## src/hdl/kmcb_pkg.sv

```systemverilog
// Shared types, constants and the keymap for the key matrix character buffer.
// Depends on nothing; every other file of the block uses it by scoped names.

package kmcb_pkg;

   // Field widths of the channel words
   localparam int KEY_W   = 64;
   localparam int CHAR_W  = 8;
   localparam int COUNT_W = 2;

   // Key walk
   localparam int KEY_COUNT = 64;
   localparam int IDX_W     = 6;
   localparam logic [IDX_W-1:0] SCAN_LAST = IDX_W'(KEY_COUNT - 1);

   // Modifier nibble inside the snapshot
   localparam int MOD_LSB   = 36;
   localparam int MOD_W     = 4;
   localparam int FN_BIT    = 1;
   localparam int SHIFT_BIT = 2;
   localparam logic [KEY_W-1:0] MOD_CLEAR_MASK = ~(KEY_W'(8'h0f) << MOD_LSB);

   // Request function codes
   localparam logic FUNC_SNAPSHOT = 1'b0;
   localparam logic FUNC_TAKE     = 1'b1;

   // Characters touched by the shift rules
   localparam logic [CHAR_W-1:0] CHAR_LOWER_A = 8'h61;
   localparam logic [CHAR_W-1:0] CHAR_LOWER_Z = 8'h7a;
   localparam logic [CHAR_W-1:0] CHAR_CASE_OFS = 8'h20;
   localparam logic [CHAR_W-1:0] CHAR_PERIOD = 8'h2e;
   localparam logic [CHAR_W-1:0] CHAR_COLON  = 8'h3a;
   localparam logic [CHAR_W-1:0] CHAR_COMMA  = 8'h2c;
   localparam logic [CHAR_W-1:0] CHAR_SEMI   = 8'h3b;

   // Keymap: plain half first, fn half second
   localparam logic [CHAR_W-1:0] KEY_TABLE [0:127] = '{
      8'h71, 8'h6f, 8'h70, 8'h2c, 8'h08, 8'h00, 8'h61, 8'h73,
      8'h77, 8'h64, 8'h66, 8'h67, 8'h68, 8'h6a, 8'h6b, 8'h6c,
      8'h65, 8'h2e, 8'h00, 8'h0d, 8'h00, 8'h7a, 8'h78, 8'h63,
      8'h72, 8'h76, 8'h62, 8'h6e, 8'h6d, 8'h20, 8'h00, 8'h00,
      8'h74, 8'h00, 8'h00, 8'h00, 8'h00, 8'h00, 8'h00, 8'h00,
      8'h79, 8'h00, 8'h00, 8'h00, 8'h00, 8'h00, 8'h00, 8'h00,
      8'h75, 8'h00, 8'h00, 8'h00, 8'h00, 8'h00, 8'h00, 8'h00,
      8'h69, 8'h00, 8'h00, 8'h00, 8'h00, 8'h00, 8'h00, 8'h00,
      8'h31, 8'h39, 8'h30, 8'h3d, 8'h08, 8'h00, 8'h2a, 8'h2b,
      8'h32, 8'h23, 8'h2d, 8'h5f, 8'h28, 8'h29, 8'h26, 8'h21,
      8'h33, 8'h3f, 8'h00, 8'h0d, 8'h00, 8'h00, 8'h24, 8'h00,
      8'h34, 8'h2f, 8'h5c, 8'h22, 8'h27, 8'h40, 8'h00, 8'h00,
      8'h35, 8'h00, 8'h00, 8'h00, 8'h00, 8'h00, 8'h00, 8'h00,
      8'h36, 8'h00, 8'h00, 8'h00, 8'h00, 8'h00, 8'h00, 8'h00,
      8'h37, 8'h00, 8'h00, 8'h00, 8'h00, 8'h00, 8'h00, 8'h00,
      8'h38, 8'h00, 8'h00, 8'h00, 8'h00, 8'h00, 8'h00, 8'h00
   };

   // Controller to datapath commands
   typedef struct packed {
      logic load;       // take the request word
      logic scan_step;  // examine one key bit
      logic pop;        // pop one character if any
      logic emit;       // move the result into the output register
   } cmd_type;

   // Datapath to controller status
   typedef struct packed {
      logic take;       // registered request is a take
      logic scan_last;  // current key bit is the last one
      logic out_free;   // output register can take a word this cycle
   } status_type;

   // Map one key index through the keymap and apply the modifiers
   function automatic logic [CHAR_W-1:0] map_key(input logic [IDX_W-1:0] idx,
                                                 input logic [MOD_W-1:0] mods);
      logic [CHAR_W-1:0] code;
      code = KEY_TABLE[{1'b0, idx}];
      if (mods[FN_BIT]) begin
         code = KEY_TABLE[{1'b1, idx}];
      end else if (mods[SHIFT_BIT]) begin
         if (code inside {[CHAR_LOWER_A:CHAR_LOWER_Z]}) begin
            code = code - CHAR_CASE_OFS;
         end else if (code == CHAR_PERIOD) begin
            code = CHAR_COLON;
         end else if (code == CHAR_COMMA) begin
            code = CHAR_SEMI;
         end
      end
      return code;
   endfunction

endpackage

```

## src/hdl/kmcb_req_if.sv

```systemverilog
// Request channel: valid/ready handshake carrying func and key_state.
// Depends on kmcb_pkg for the field widths.

interface kmcb_req_if;
   logic                       valid;
   logic                       ready;
   logic                       func;
   logic [kmcb_pkg::KEY_W-1:0] key_state;

   modport source (output valid, func, key_state, input ready);
   modport sink   (input valid, func, key_state, output ready);
endinterface

```

## src/hdl/kmcb_rsp_if.sv

```systemverilog
// Response channel: valid/ready handshake carrying one popped character and count.
// Depends on kmcb_pkg for the field widths.

interface kmcb_rsp_if;
   logic                         valid;
   logic                         ready;
   logic [kmcb_pkg::CHAR_W-1:0]  char_out;
   logic                         char_valid;
   logic [kmcb_pkg::COUNT_W-1:0] buffered_count;

   modport source (output valid, char_out, char_valid, buffered_count, input ready);
   modport sink   (input valid, char_out, char_valid, buffered_count, output ready);
endinterface

```

## src/hdl/key_matrix_press_to_char_buffer.sv

```systemverilog
// Top level of the key matrix character buffer: controller and datapath.
// Depends on kmcb_pkg, kmcb_req_if, kmcb_rsp_if, kmcb_ctrl and kmcb_datapath.
//
//   channel   dir  fields                                  handshake
//   req_chan  in   func, key_state[63:0]                   valid / ready
//   rsp_chan  out  char_out[7:0], char_valid, buffered_count[1:0]  valid / ready
//
// A snapshot word is captured, then its key bits are walked one per cycle (the
// scan shifter), then the result is emitted.
// A take word is captured, dispatched past the key walk, popped from the
// registered ring read and emitted.
// The next word is accepted once the result sits in the output register,
// even while that word still waits; a stalled output holds the emit step.
// Synchronous active-high reset clears the pointers, previous snapshot and
// output valid; the ring contents are not cleared.

module key_matrix_press_to_char_buffer #(
   parameter int RING_DEPTH = 4
) (
   input  logic        clock,
   input  logic        reset,
   kmcb_req_if.sink    req_chan,
   kmcb_rsp_if.source  rsp_chan
);

   kmcb_pkg::cmd_type    cmd;
   kmcb_pkg::status_type status;
   logic                 ctl_ready;

   // Sequencer
   kmcb_ctrl u_ctrl (
      .clock     (clock),
      .reset     (reset),
      .req_valid (req_chan.valid),
      .req_ready (ctl_ready),
      .status    (status),
      .cmd       (cmd)
   );

   assign req_chan.ready = ctl_ready;

   // Datapath
   kmcb_datapath #(
      .RING_DEPTH (RING_DEPTH)
   ) u_datapath (
      .clock              (clock),
      .reset              (reset),
      .cmd                (cmd),
      .status             (status),
      .req_func           (req_chan.func),
      .req_key_state      (req_chan.key_state),
      .rsp_ready          (rsp_chan.ready),
      .rsp_valid          (rsp_chan.valid),
      .rsp_char_out       (rsp_chan.char_out),
      .rsp_char_valid     (rsp_chan.char_valid),
      .rsp_buffered_count (rsp_chan.buffered_count)
   );

endmodule

```

## src/hdl/kmcb_ctrl.sv

```systemverilog
// Sequencer of the key matrix character buffer: accept, walk keys or pop, emit.
// Depends on kmcb_pkg for the command and status structs.

module kmcb_ctrl (
   input  logic                 clock,
   input  logic                 reset,
   input  logic                 req_valid,
   output logic                 req_ready,
   input  kmcb_pkg::status_type status,
   output kmcb_pkg::cmd_type    cmd
);

   typedef enum logic [3:0] {
      S_IDLE = 4'b0001,
      S_SCAN = 4'b0010,
      S_POP  = 4'b0100,
      S_DONE = 4'b1000
   } state_type;

   state_type state_ff;
   state_type state_in;

   // Decode commands and next state
   always_comb begin
      cmd       = '0;
      req_ready = 1'b0;
      state_in  = state_ff;
      case (state_ff)
         S_IDLE: begin
            req_ready = 1'b1;
            if (req_valid) begin
               cmd.load = 1'b1;
               state_in = S_SCAN;
            end
         end
         S_SCAN: begin
            // a take word skips the key walk
            if (status.take) begin
               state_in = S_POP;
            end else begin
               cmd.scan_step = 1'b1;
               if (status.scan_last) begin
                  state_in = S_DONE;
               end
            end
         end
         S_POP: begin
            cmd.pop  = 1'b1;
            state_in = S_DONE;
         end
         S_DONE: begin
            if (status.out_free) begin
               cmd.emit = 1'b1;
               state_in = S_IDLE;
            end
         end
         default: begin
            state_in = S_IDLE;
         end
      endcase
   end

   // State register
   always_ff @(posedge clock) begin
      if (reset) begin
         state_ff <= S_IDLE;
      end else begin
         state_ff <= state_in;
      end
   end

endmodule

```

## src/hdl/kmcb_datapath.sv

```systemverilog
// Datapath: previous snapshot, key walk shifter, character ring and output register.
// Depends on kmcb_pkg for widths, keymap and the command and status structs.

module kmcb_datapath #(
   parameter int RING_DEPTH = 4
) (
   input  logic                               clock,
   input  logic                               reset,
   input  kmcb_pkg::cmd_type                  cmd,
   output kmcb_pkg::status_type               status,
   input  logic                               req_func,
   input  logic [kmcb_pkg::KEY_W-1:0]         req_key_state,
   input  logic                               rsp_ready,
   output logic                               rsp_valid,
   output logic [kmcb_pkg::CHAR_W-1:0]        rsp_char_out,
   output logic                               rsp_char_valid,
   output logic [kmcb_pkg::COUNT_W-1:0]       rsp_buffered_count
);

   localparam int PTR_W = (RING_DEPTH > 1) ? $clog2(RING_DEPTH) : 1;
   localparam int CNT_W = PTR_W + 1;
   localparam logic [PTR_W-1:0] PTR_LAST = PTR_W'(RING_DEPTH - 1);

   logic [kmcb_pkg::KEY_W-1:0]  prev_keys_ff;
   logic [kmcb_pkg::KEY_W-1:0]  fresh_ff;
   logic [kmcb_pkg::MOD_W-1:0]  mods_ff;
   logic [kmcb_pkg::IDX_W-1:0]  idx_ff;
   logic                        take_ff;
   logic [PTR_W-1:0]            wp_ff;
   logic [PTR_W-1:0]            rp_ff;
   logic [kmcb_pkg::CHAR_W-1:0] ring_ff [RING_DEPTH];
   logic [kmcb_pkg::CHAR_W-1:0] ring_rd_ff;
   logic [kmcb_pkg::CHAR_W-1:0] char_ff;
   logic                        char_valid_ff;
   logic                        out_valid_ff;
   logic [kmcb_pkg::CHAR_W-1:0] out_char_ff;
   logic                        out_char_valid_ff;
   logic [kmcb_pkg::COUNT_W-1:0] out_count_ff;

   logic [kmcb_pkg::KEY_W-1:0]  masked_keys;
   logic [kmcb_pkg::CHAR_W-1:0] mapped_code;
   logic                        push;
   logic [PTR_W-1:0]            wp_next;
   logic [PTR_W-1:0]            rp_next;
   logic [CNT_W-1:0]            count;
   logic                        nonempty;

   assign masked_keys = req_key_state & kmcb_pkg::MOD_CLEAR_MASK;
   assign mapped_code = kmcb_pkg::map_key(idx_ff, mods_ff);
   assign push        = cmd.scan_step & fresh_ff[0];
   assign wp_next     = (wp_ff == PTR_LAST) ? '0 : wp_ff + PTR_W'(1);
   assign rp_next     = (rp_ff == PTR_LAST) ? '0 : rp_ff + PTR_W'(1);

   // Count modulo the ring depth
   always_comb begin
      count = {1'b0, wp_ff} - {1'b0, rp_ff};
      if (wp_ff < rp_ff) begin
         count = count + CNT_W'(RING_DEPTH);
      end
   end
   assign nonempty = (count != '0);

   assign status.take      = take_ff;
   assign status.scan_last = (idx_ff == kmcb_pkg::SCAN_LAST);
   assign status.out_free  = ~out_valid_ff | rsp_ready;

   // Capture the request word, advance the key walk and latch a popped character
   always_ff @(posedge clock) begin
      if (cmd.load) begin
         take_ff       <= (req_func == kmcb_pkg::FUNC_TAKE);
         idx_ff        <= '0;
         mods_ff       <= req_key_state[kmcb_pkg::MOD_LSB +: kmcb_pkg::MOD_W];
         char_ff       <= '0;
         char_valid_ff <= 1'b0;
         fresh_ff      <= masked_keys & ~prev_keys_ff;
      end else if (cmd.scan_step) begin
         idx_ff   <= idx_ff + kmcb_pkg::IDX_W'(1);
         fresh_ff <= fresh_ff >> 1;
      end else if (cmd.pop && nonempty) begin
         char_ff       <= ring_rd_ff;
         char_valid_ff <= 1'b1;
      end
   end

   // Hold the previous snapshot
   always_ff @(posedge clock) begin
      if (reset) begin
         prev_keys_ff <= '0;
      end else if (cmd.load && req_func == kmcb_pkg::FUNC_SNAPSHOT) begin
         prev_keys_ff <= masked_keys;
      end
   end

   // Ring pointers, no overflow guard
   always_ff @(posedge clock) begin
      if (reset) begin
         wp_ff <= '0;
         rp_ff <= '0;
      end else begin
         if (push) begin
            wp_ff <= wp_next;
         end
         if (cmd.pop && nonempty) begin
            rp_ff <= rp_next;
         end
      end
   end

   // Ring storage with registered read at the read pointer
   always_ff @(posedge clock) begin
      if (push) begin
         ring_ff[wp_ff] <= mapped_code;
      end
      ring_rd_ff <= ring_ff[rp_ff];
   end

   // Output register
   always_ff @(posedge clock) begin
      if (reset) begin
         out_valid_ff <= 1'b0;
      end else if (cmd.emit) begin
         out_valid_ff <= 1'b1;
      end else if (rsp_ready) begin
         out_valid_ff <= 1'b0;
      end
   end

   always_ff @(posedge clock) begin
      if (cmd.emit) begin
         out_char_ff       <= char_ff;
         out_char_valid_ff <= char_valid_ff;
         out_count_ff      <= count[kmcb_pkg::COUNT_W-1:0];
      end
   end

   assign rsp_valid          = out_valid_ff;
   assign rsp_char_out       = out_char_ff;
   assign rsp_char_valid     = out_char_valid_ff;
   assign rsp_buffered_count = out_count_ff;

`ifndef ASSERT_OFF
   a_wp_only_on_push: assert property (@(posedge clock) disable iff (reset)
      !push |=> $stable(wp_ff))
      else $error("write pointer moved without a push");

   a_rp_only_on_pop: assert property (@(posedge clock) disable iff (reset)
      !cmd.pop |=> $stable(rp_ff))
      else $error("read pointer moved without a pop");

   a_emit_when_free: assert property (@(posedge clock) disable iff (reset)
      cmd.emit |-> (!out_valid_ff || rsp_ready))
      else $error("result emitted over a word still waiting");

   a_emit_sets_valid: assert property (@(posedge clock) disable iff (reset)
      cmd.emit |=> out_valid_ff)
      else $error("output register not valid after emit");

   a_walk_starts_at_zero: assert property (@(posedge clock) disable iff (reset)
      cmd.load |=> (idx_ff == '0))
      else $error("key walk did not restart at index zero");
`endif

endmodule
```

## src/flat_wrapper.sv

```systemverilog
// flat-port wrapper written by rule: the top's interface ports become plain ports
module key_matrix_press_to_char_buffer_flat 
#(
   parameter int RING_DEPTH = 4
)
  (clock, reset, req_chan_valid, req_chan_func, req_chan_key_state, req_chan_ready, rsp_chan_valid, rsp_chan_char_out, rsp_chan_char_valid, rsp_chan_buffered_count, rsp_chan_ready);
  kmcb_req_if req_chan_i ();
  kmcb_rsp_if rsp_chan_i ();
  input  logic clock;
  input  logic reset;
  input wire logic [$bits(req_chan_i.valid)-1:0] req_chan_valid;
  input wire logic [$bits(req_chan_i.func)-1:0] req_chan_func;
  input wire logic [$bits(req_chan_i.key_state)-1:0] req_chan_key_state;
  output wire logic [$bits(req_chan_i.ready)-1:0] req_chan_ready;
  output wire logic [$bits(rsp_chan_i.valid)-1:0] rsp_chan_valid;
  output wire logic [$bits(rsp_chan_i.char_out)-1:0] rsp_chan_char_out;
  output wire logic [$bits(rsp_chan_i.char_valid)-1:0] rsp_chan_char_valid;
  output wire logic [$bits(rsp_chan_i.buffered_count)-1:0] rsp_chan_buffered_count;
  input wire logic [$bits(rsp_chan_i.ready)-1:0] rsp_chan_ready;
  assign req_chan_i.valid = req_chan_valid;
  assign req_chan_i.func = req_chan_func;
  assign req_chan_i.key_state = req_chan_key_state;
  assign req_chan_ready = req_chan_i.ready;
  assign rsp_chan_valid = rsp_chan_i.valid;
  assign rsp_chan_char_out = rsp_chan_i.char_out;
  assign rsp_chan_char_valid = rsp_chan_i.char_valid;
  assign rsp_chan_buffered_count = rsp_chan_i.buffered_count;
  assign rsp_chan_i.ready = rsp_chan_ready;
  key_matrix_press_to_char_buffer #(.RING_DEPTH(RING_DEPTH)) u_core (.clock(clock), .reset(reset), .req_chan(req_chan_i), .rsp_chan(rsp_chan_i));
endmodule
```

## config.mk

```make
export PLATFORM = sky130hd
export DESIGN_NAME = key_matrix_press_to_char_buffer_flat
export DESIGN_NICKNAME = d
export VERILOG_FILES = /design/src/hdl/kmcb_pkg.sv /design/src/hdl/kmcb_req_if.sv /design/src/hdl/kmcb_rsp_if.sv /design/src/hdl/key_matrix_press_to_char_buffer.sv /design/src/hdl/kmcb_ctrl.sv /design/src/hdl/kmcb_datapath.sv /design/src/flat_wrapper.sv
export SDC_FILE = /design/constraint.sdc
export NUM_CORES = 1
export LEC_CHECK = 0
export ABC_AREA = 1
export ABC_CLOCK_PERIOD_IN_PS = 5950
export BUFFER_PORTS_ARGS = -buffer_cell sky130_fd_sc_hd__buf_2
export CAP_MARGIN = 0
export CORE_MARGIN = 10
export CORE_UTILIZATION = 60
export DETAILED_ROUTE_END_ITERATION = 8
export PLACE_DENSITY = 0.81
export SKIP_LAST_GASP = 1
export SLEW_MARGIN = 20
export SYNTH_ARGS = -nofsm -noshare
export SYNTH_HDL_FRONTEND = slang
export SYNTH_SLANG_ARGS = --single-unit
export TNS_END_PERCENT = 1
```

## constraint.sdc

```tcl
create_clock -name clock -period 5.95 [get_ports clock]
set_input_delay 0.595 -clock clock [delete_from_list [all_inputs] [get_ports clock]]
set_output_delay 0.595 -clock clock [all_outputs]
set_load 0.02 [all_outputs]
```

**Yosys cells after proc, flatten, opt, wreduce, memory -nomap -nowiden**

Memories as Yosys holds them, arrays and structs flattened. A register that Yosys moved wholly into a read port is not among the register bits.
Index checks and enable logic that the tools add are counted.

- Add/subtract/negate cells: 6
- Mux-type cells: 31
- Equal/unequal tests: 12
- Multipliers: 0
- $lt $le $gt $ge: 5
- Bitwise gates (word level): 9
- Divide/modulo/power cells: 0
- Shift operators: 0
- Reduce and logical (&&, ||, !) cells: 8

Operator list:

| kind | count |
|---|---|
| $mux W64 | 2 |
| $mux W8 | 9 |
| $and A64 B64 Y64 | 1 |
| $not A64 Y64 | 1 |
| $eq A8 B6 Y1 const B | 2 |
| $ge A8 B8 Y1 const B | 2 |
| $mux W4 | 4 |
| $pmux W4 S4 | 1 |
| $mux W1 | 12 |
| $ge A8 B7 Y1 const B | 1 |
| $le A8 B7 Y1 const B | 1 |
| $not A6 Y8 | 1 |
| $not A7 Y8 | 1 |
| $sub A8 B6 Y8 const B | 1 |
| $add A6 B1 Y6 const B | 1 |
| $eq A6 B6 Y1 const B | 1 |
| $add A2 B1 Y2 const B | 2 |
| $eq A2 B2 Y1 const B | 2 |
| $eq A4 B1 Y1 const B | 1 |
| $eq A4 B2 Y1 const B | 1 |
| $eq A4 B3 Y1 const B | 1 |
| $eq A4 B4 Y1 const B | 1 |
| $mux W2 | 2 |
| $reduce_bool A2 Y1 | 2 |
| other kinds (14) | 18 |

- Bits in writable memories: 32
- Word-level logic and storage cells: 88
- Output and inout port bits: 13
- Bits in latches: 0
- Input bits: 69
- Memory bits (read-only): 2048
- Memories kept: 3
- Flip-flop bits (word level): 163

Memory list:

| memory | depth | width | read ports | clocked after Yosys merged registers in | wr ports | line | text |
|---|---|---|---|---|---|---|---|
| (no name shown) | 128 | 8 | 1 | 0 | 0 | kmcb_pkg.sv:77 | `code = KEY_TABLE[{1'b1, idx}];` |
| (no name shown) | 128 | 8 | 1 | 0 | 0 | kmcb_pkg.sv:75 | `code = KEY_TABLE[{1'b0, idx}];` |
| u_core.u_datapath.ring_ff | 4 | 8 | 1 | 1 | 1 | kmcb_datapath.sv:31 | `logic [kmcb_pkg::CHAR_W-1:0] ring_ff [RING_DEPTH];` |

**Depth between registers and ports, before layout**

- Depth after elaboration: 10
- Depth in mapped cells: 14
- Gate-level depth less buffers: 14

**Hierarchy**

A second synthesis with hierarchy kept.

- Cells, all modules: 928
- Area, all modules: 8803.4 sq um

By module, submodules not included:

| module | times used | sequential area each (sq um) | area an instance (sq um) | cells each |
|---|---|---|---|---|
| kmcb_datapath | 1 | 5064.9 | 8550.7 | 887 |
| kmcb_ctrl | 1 | 80.1 | 252.7 | 41 |

**Worst setup path after synthesis**

Ideal clock, no wire load.

- Path type: reg2reg
- Start point: register, netlist name u_core.u_datapath.idx_ff[0]
- End point: register u_core.u_datapath.fresh_ff[0] (netlist name) (enable)
- Period minus slack after synthesis: 3448 ps
- Setup time: 424 ps
- Slack: 2502 ps
- Data arrival time: 3024 ps
- Required time: 5526 ps
- Path buffers: 1
- Stages on the path, launching flop included: 13
- Path through: dfxtp_1 -> ha_1 -> inv_1 -> nor2_2 -> nand2_1 -> o21ai_2 -> o21ai_2 -> nor2_2 -> inv_2 -> nor2_8 -> inv_2 -> buf_2 -> nand2_1

RTL lines:

| item | line | text |
|---|---|---|
| to (signal assigned) | kmcb_datapath.sv:75 | `fresh_ff <= masked_keys & ~prev_keys_ff;` |
| to (signal assigned) | kmcb_datapath.sv:78 | `fresh_ff <= fresh_ff >> 1;` |
| to (decl) | kmcb_datapath.sv:25 | `logic [kmcb_pkg::KEY_W-1:0] fresh_ff;` |

==> run metrics <==
status=complete, no violations; CP max stage delay=0.54 ns; crit path DAT=3.84 ns; area of the die=19,800 sq um; XOR/XNOR share of the synthesized area=0.0999%; most common cell after layout, fill and taps aside=nand2_1; Detail Placement HPWL=about 12 mm; Pwr per Cell Area=515 nW/um^2; main combinational cell family by area after synthesis=simple AND/OR/NAND/NOR gates; Netlist Area Pre-Place=8760 sq um; static leakage=a little over 4 nW; Hold Buf Count CTS=0; io pins=82; simple-gate share of the synthesized area=17.6%; clock power share=about a quarter; Final period util=between 60 and 70%; Final setup viols=0; WS Path Type=register to register; Die Ht=141 um; Crit. End Element=register; Gate power share=29.9%; Multi-input gate area=2970 sq um; most frequent cells in the layout=nand2_1, edfxtp_1, inv_1; Core ar.=14,400 sq um; Slew Limit Fails=0; setup bufs post-CTS=0; syn nets=between 1,000 and 1,500; Post-Synthesis Cells=967; Rows=44; DRC viols=0; Internal=roughly 3.3 mW; Antenna Violating Nets Remaining=0; syn_area_per_cell=9.06 sq um; PortBufs=79; final setup TNS=0 ns; clk slew on worst S/H paths=about 0.06 ns; Num CTS Buffers=21; global-route wire length before repair=approximately 30 mm; WL/cell=15.3 um; Top Family by Delay on Critical Path=simple AND/OR/NAND/NOR gates; fill count=1,069; Yosys reg bits=202; CTS tree=done; largest net degree at the start of global routing=112; Util after Layout=68.8%; chip width=141 um; drt initial violations=702; Critical Path, Cell by Cell=ha_1 > inv_1 > nor2_2 > nand2_1 > o21ai_2 > o21ai_2 > nor2_2 > inv_2 > nor2_8 > inv_2 > buf_4 > nand2_2 > buf_4; Yosys cell types=39; Non-Filler Instances=around 1,200; CTS resizes=0; Starting Density=between 60% and 70%; WP buf/inv=5; Startpoint Class=register; maximum clock path buffer count=3; DRT Pass-1 Iters=5; compound-cell area share of the yosys netlist=a little over an eighth; FF/Latch Area=5140 sq um; drt total wl=18.7 mm; post-synthesis sequential area ratio=58.7%; Max-Cap Viols=0; vias in the first global route=6,411; Tot GR Track Use=about 18%; initial antenna violation count=1; Tmin final=3.70 ns; max_slew headroom=45.2%; class of the tightest hold or removal check=input pin to register; switching pwr=~1.8 mW; Reg power frac=44.1%; P&R area growth vs syn=13.2%; layout cell share with drive strength beyond 1=12.8%; unrepaired setup endpoints after global routing=false; post-synthesis mux area share=0%; grt total ovfl=0; clk_skew=0.0214 ns; Worst Hold Depth=1; Final GP Congestion=0.923; vias per cell=5.46; max frequency=271 MHz; nets=1,117; reg2reg path depth=13; CP max stage cell=dfxtp_1; Yosys warning count=0; adder-cell share of the synthesized area=2.86%; Worst Tran Pin Value=0.819 ns; Clock Latency Late Sink=0.50 ns; Inst Count DP=1,189; Crit path required time=6.09 ns; Crit. path cell count=13; CTS sink count=202; final hold vios=0; Root Driver=clkbuf_16; worst vdd ir=between 0.0003 and 0.0004 V; # H-tree levels=1; via total after detailed routing=roughly 6,700; CP max FO=70; Sw Share=34.4%
-- metrics by stage --
| step | setup WS, ns | hold WS [ns] | cell area (sq um) | power, mW |
|---|---|---|---|---|
| final | 2.25 | 0.283 | 9920 | 5.11 |
| after global placement | 2.32 | 0.415 | 9200 | 3.72 |
| after global routing | 1.93 | 0.272 | 9920 | 5.44 |
| after floorplan | 2.50 | 0.409 | 8760 | 3.44 |
| after CTS | 2.29 | 0.269 | 9910 | 5.13 |
| after detailed placement | 2.35 | 0.414 | 9200 | 3.78 |
-- logic make-up (layout without fill, tap and decap cells) --
kind of cell	count (synthesis)	in the layout
XOR/XNOR	1	1
AND/OR/NAND/NOR	369	369
other	0	1
flip-flops	202	202
adder cells (fa/ha/maj)	20	20
buffers and inverters	158	234
AO/OA/AOI/OAI	217	217
-- final timing paths --
| check | from | to | slack, ns |
|---|---|---|---|
| setup / recovery | u_core.u_datapath.idx_ff[0] | u_core.u_datapath.fresh_ff[16] | 2.25 |
| hold / removal | req_chan_key_state[38] | u_core.u_datapath.mods_ff[2] | 0.28 |
| setup reg to reg | u_core.u_datapath.idx_ff[0] | u_core.u_datapath.fresh_ff[16] | 2.25 |
| hold reg to reg | u_core.u_datapath.char_ff[1] | u_core.u_datapath.rsp_char_out[1] | 0.43 |
-- registers in the layout, summed over array words and instances (netlist names) --
signal,flops
u_core.u_ctrl.state_ff,4
u_core.u_datapath.ring_ff,32
u_core.u_datapath.char_valid_ff,1
u_core.u_datapath.rsp_buffered_count,2
u_core.u_datapath.char_ff,8
u_core.u_datapath.take_ff,1
u_core.u_datapath.rsp_char_out,8
u_core.u_datapath.rsp_valid,1
u_core.u_datapath.mods_ff,2
u_core.u_datapath.wp_ff,2
u_core.u_datapath.rp_ff,2
u_core.u_datapath.rsp_char_valid,1
u_core.u_datapath.idx_ff,6
u_core.u_datapath.prev_keys_ff,60
u_core.u_datapath.fresh_ff,64
u_core.u_datapath.ring_rd_ff,8
-- worst register-to-register path, cell delays in order, from the launching register on --
cell and delay [ns]:
dfxtp_1 0.54, ha_1 0.25, inv_1 0.09, nor2_2 0.13
nand2_1 0.07, o21ai_2 0.19, o21ai_2 0.09, nor2_2 0.15
inv_2 0.08, nor2_8 0.39, inv_2 0.05, buf_4 0.33
nand2_2 0.51, buf_4 0.45
-- power by group through the flow --
stage	Combinational [mW]	Sequential, mW	Clock (mW)
floorplan	1.18	2.26	0
global placement	1.46	2.26	0
detailed placement	1.50	2.27	0
CTS	1.53	2.26	1.35
global route	1.75	2.29	1.40
finish	1.53	2.25	1.33
-- per-layer routing --
layer | up-vias | share of wire, % | global-route usage [%]
li1 | 3365 | - | -
met3 | 28 | 6.8 | 4.13
met1 | 3108 | 44 | 23.3
met2 | 210 | 48 | 29.5
met4 | 0 | 1.6 | 5.27
met5 | - | 0 | 0
-- Yosys cell counts (all sizes together) --
cell     count  area, sq um
a211oi       2         20.0
a21oi       91          455
a221oi       1         8.76
a22oi        1         7.51
a31oi        5         31.3
buf         31          186
clkbuf      16         60.1
clkinv       3         11.3
dfxtp       92         1840
edfxtp     110         3300
ha          20          250
inv        108          405
nand2      210          791
nand3       85          425
nand4        5         31.3
nor2        65          268
nor3         2         15.0
nor3b        1         7.51
o2111ai      2         17.5
o211ai       2         15.0
o21a         1         7.51
o21ai       99          503
o21bai       1         7.51
o221ai       1         8.76
o22ai       10         62.6
o311ai       1         8.76
or2          1         6.26
xnor2        1         8.76
-- area by class of cell --
| type | instances | area share (%) |
|---|---|---|
| repair buffers | 85 | 4.44 |
| well taps | 184 | 2.32 |
| clock inverters | 10 | 1.13 |
| inverters | 111 | 4.20 |
| multi-input cells | 607 | 30.0 |
| flip-flops and latches | 202 | 51.9 |
| clock buffers | 28 | 6.07 |
| diodes | 1 | 0.0252 |
(Power assumes the default switching activity.)
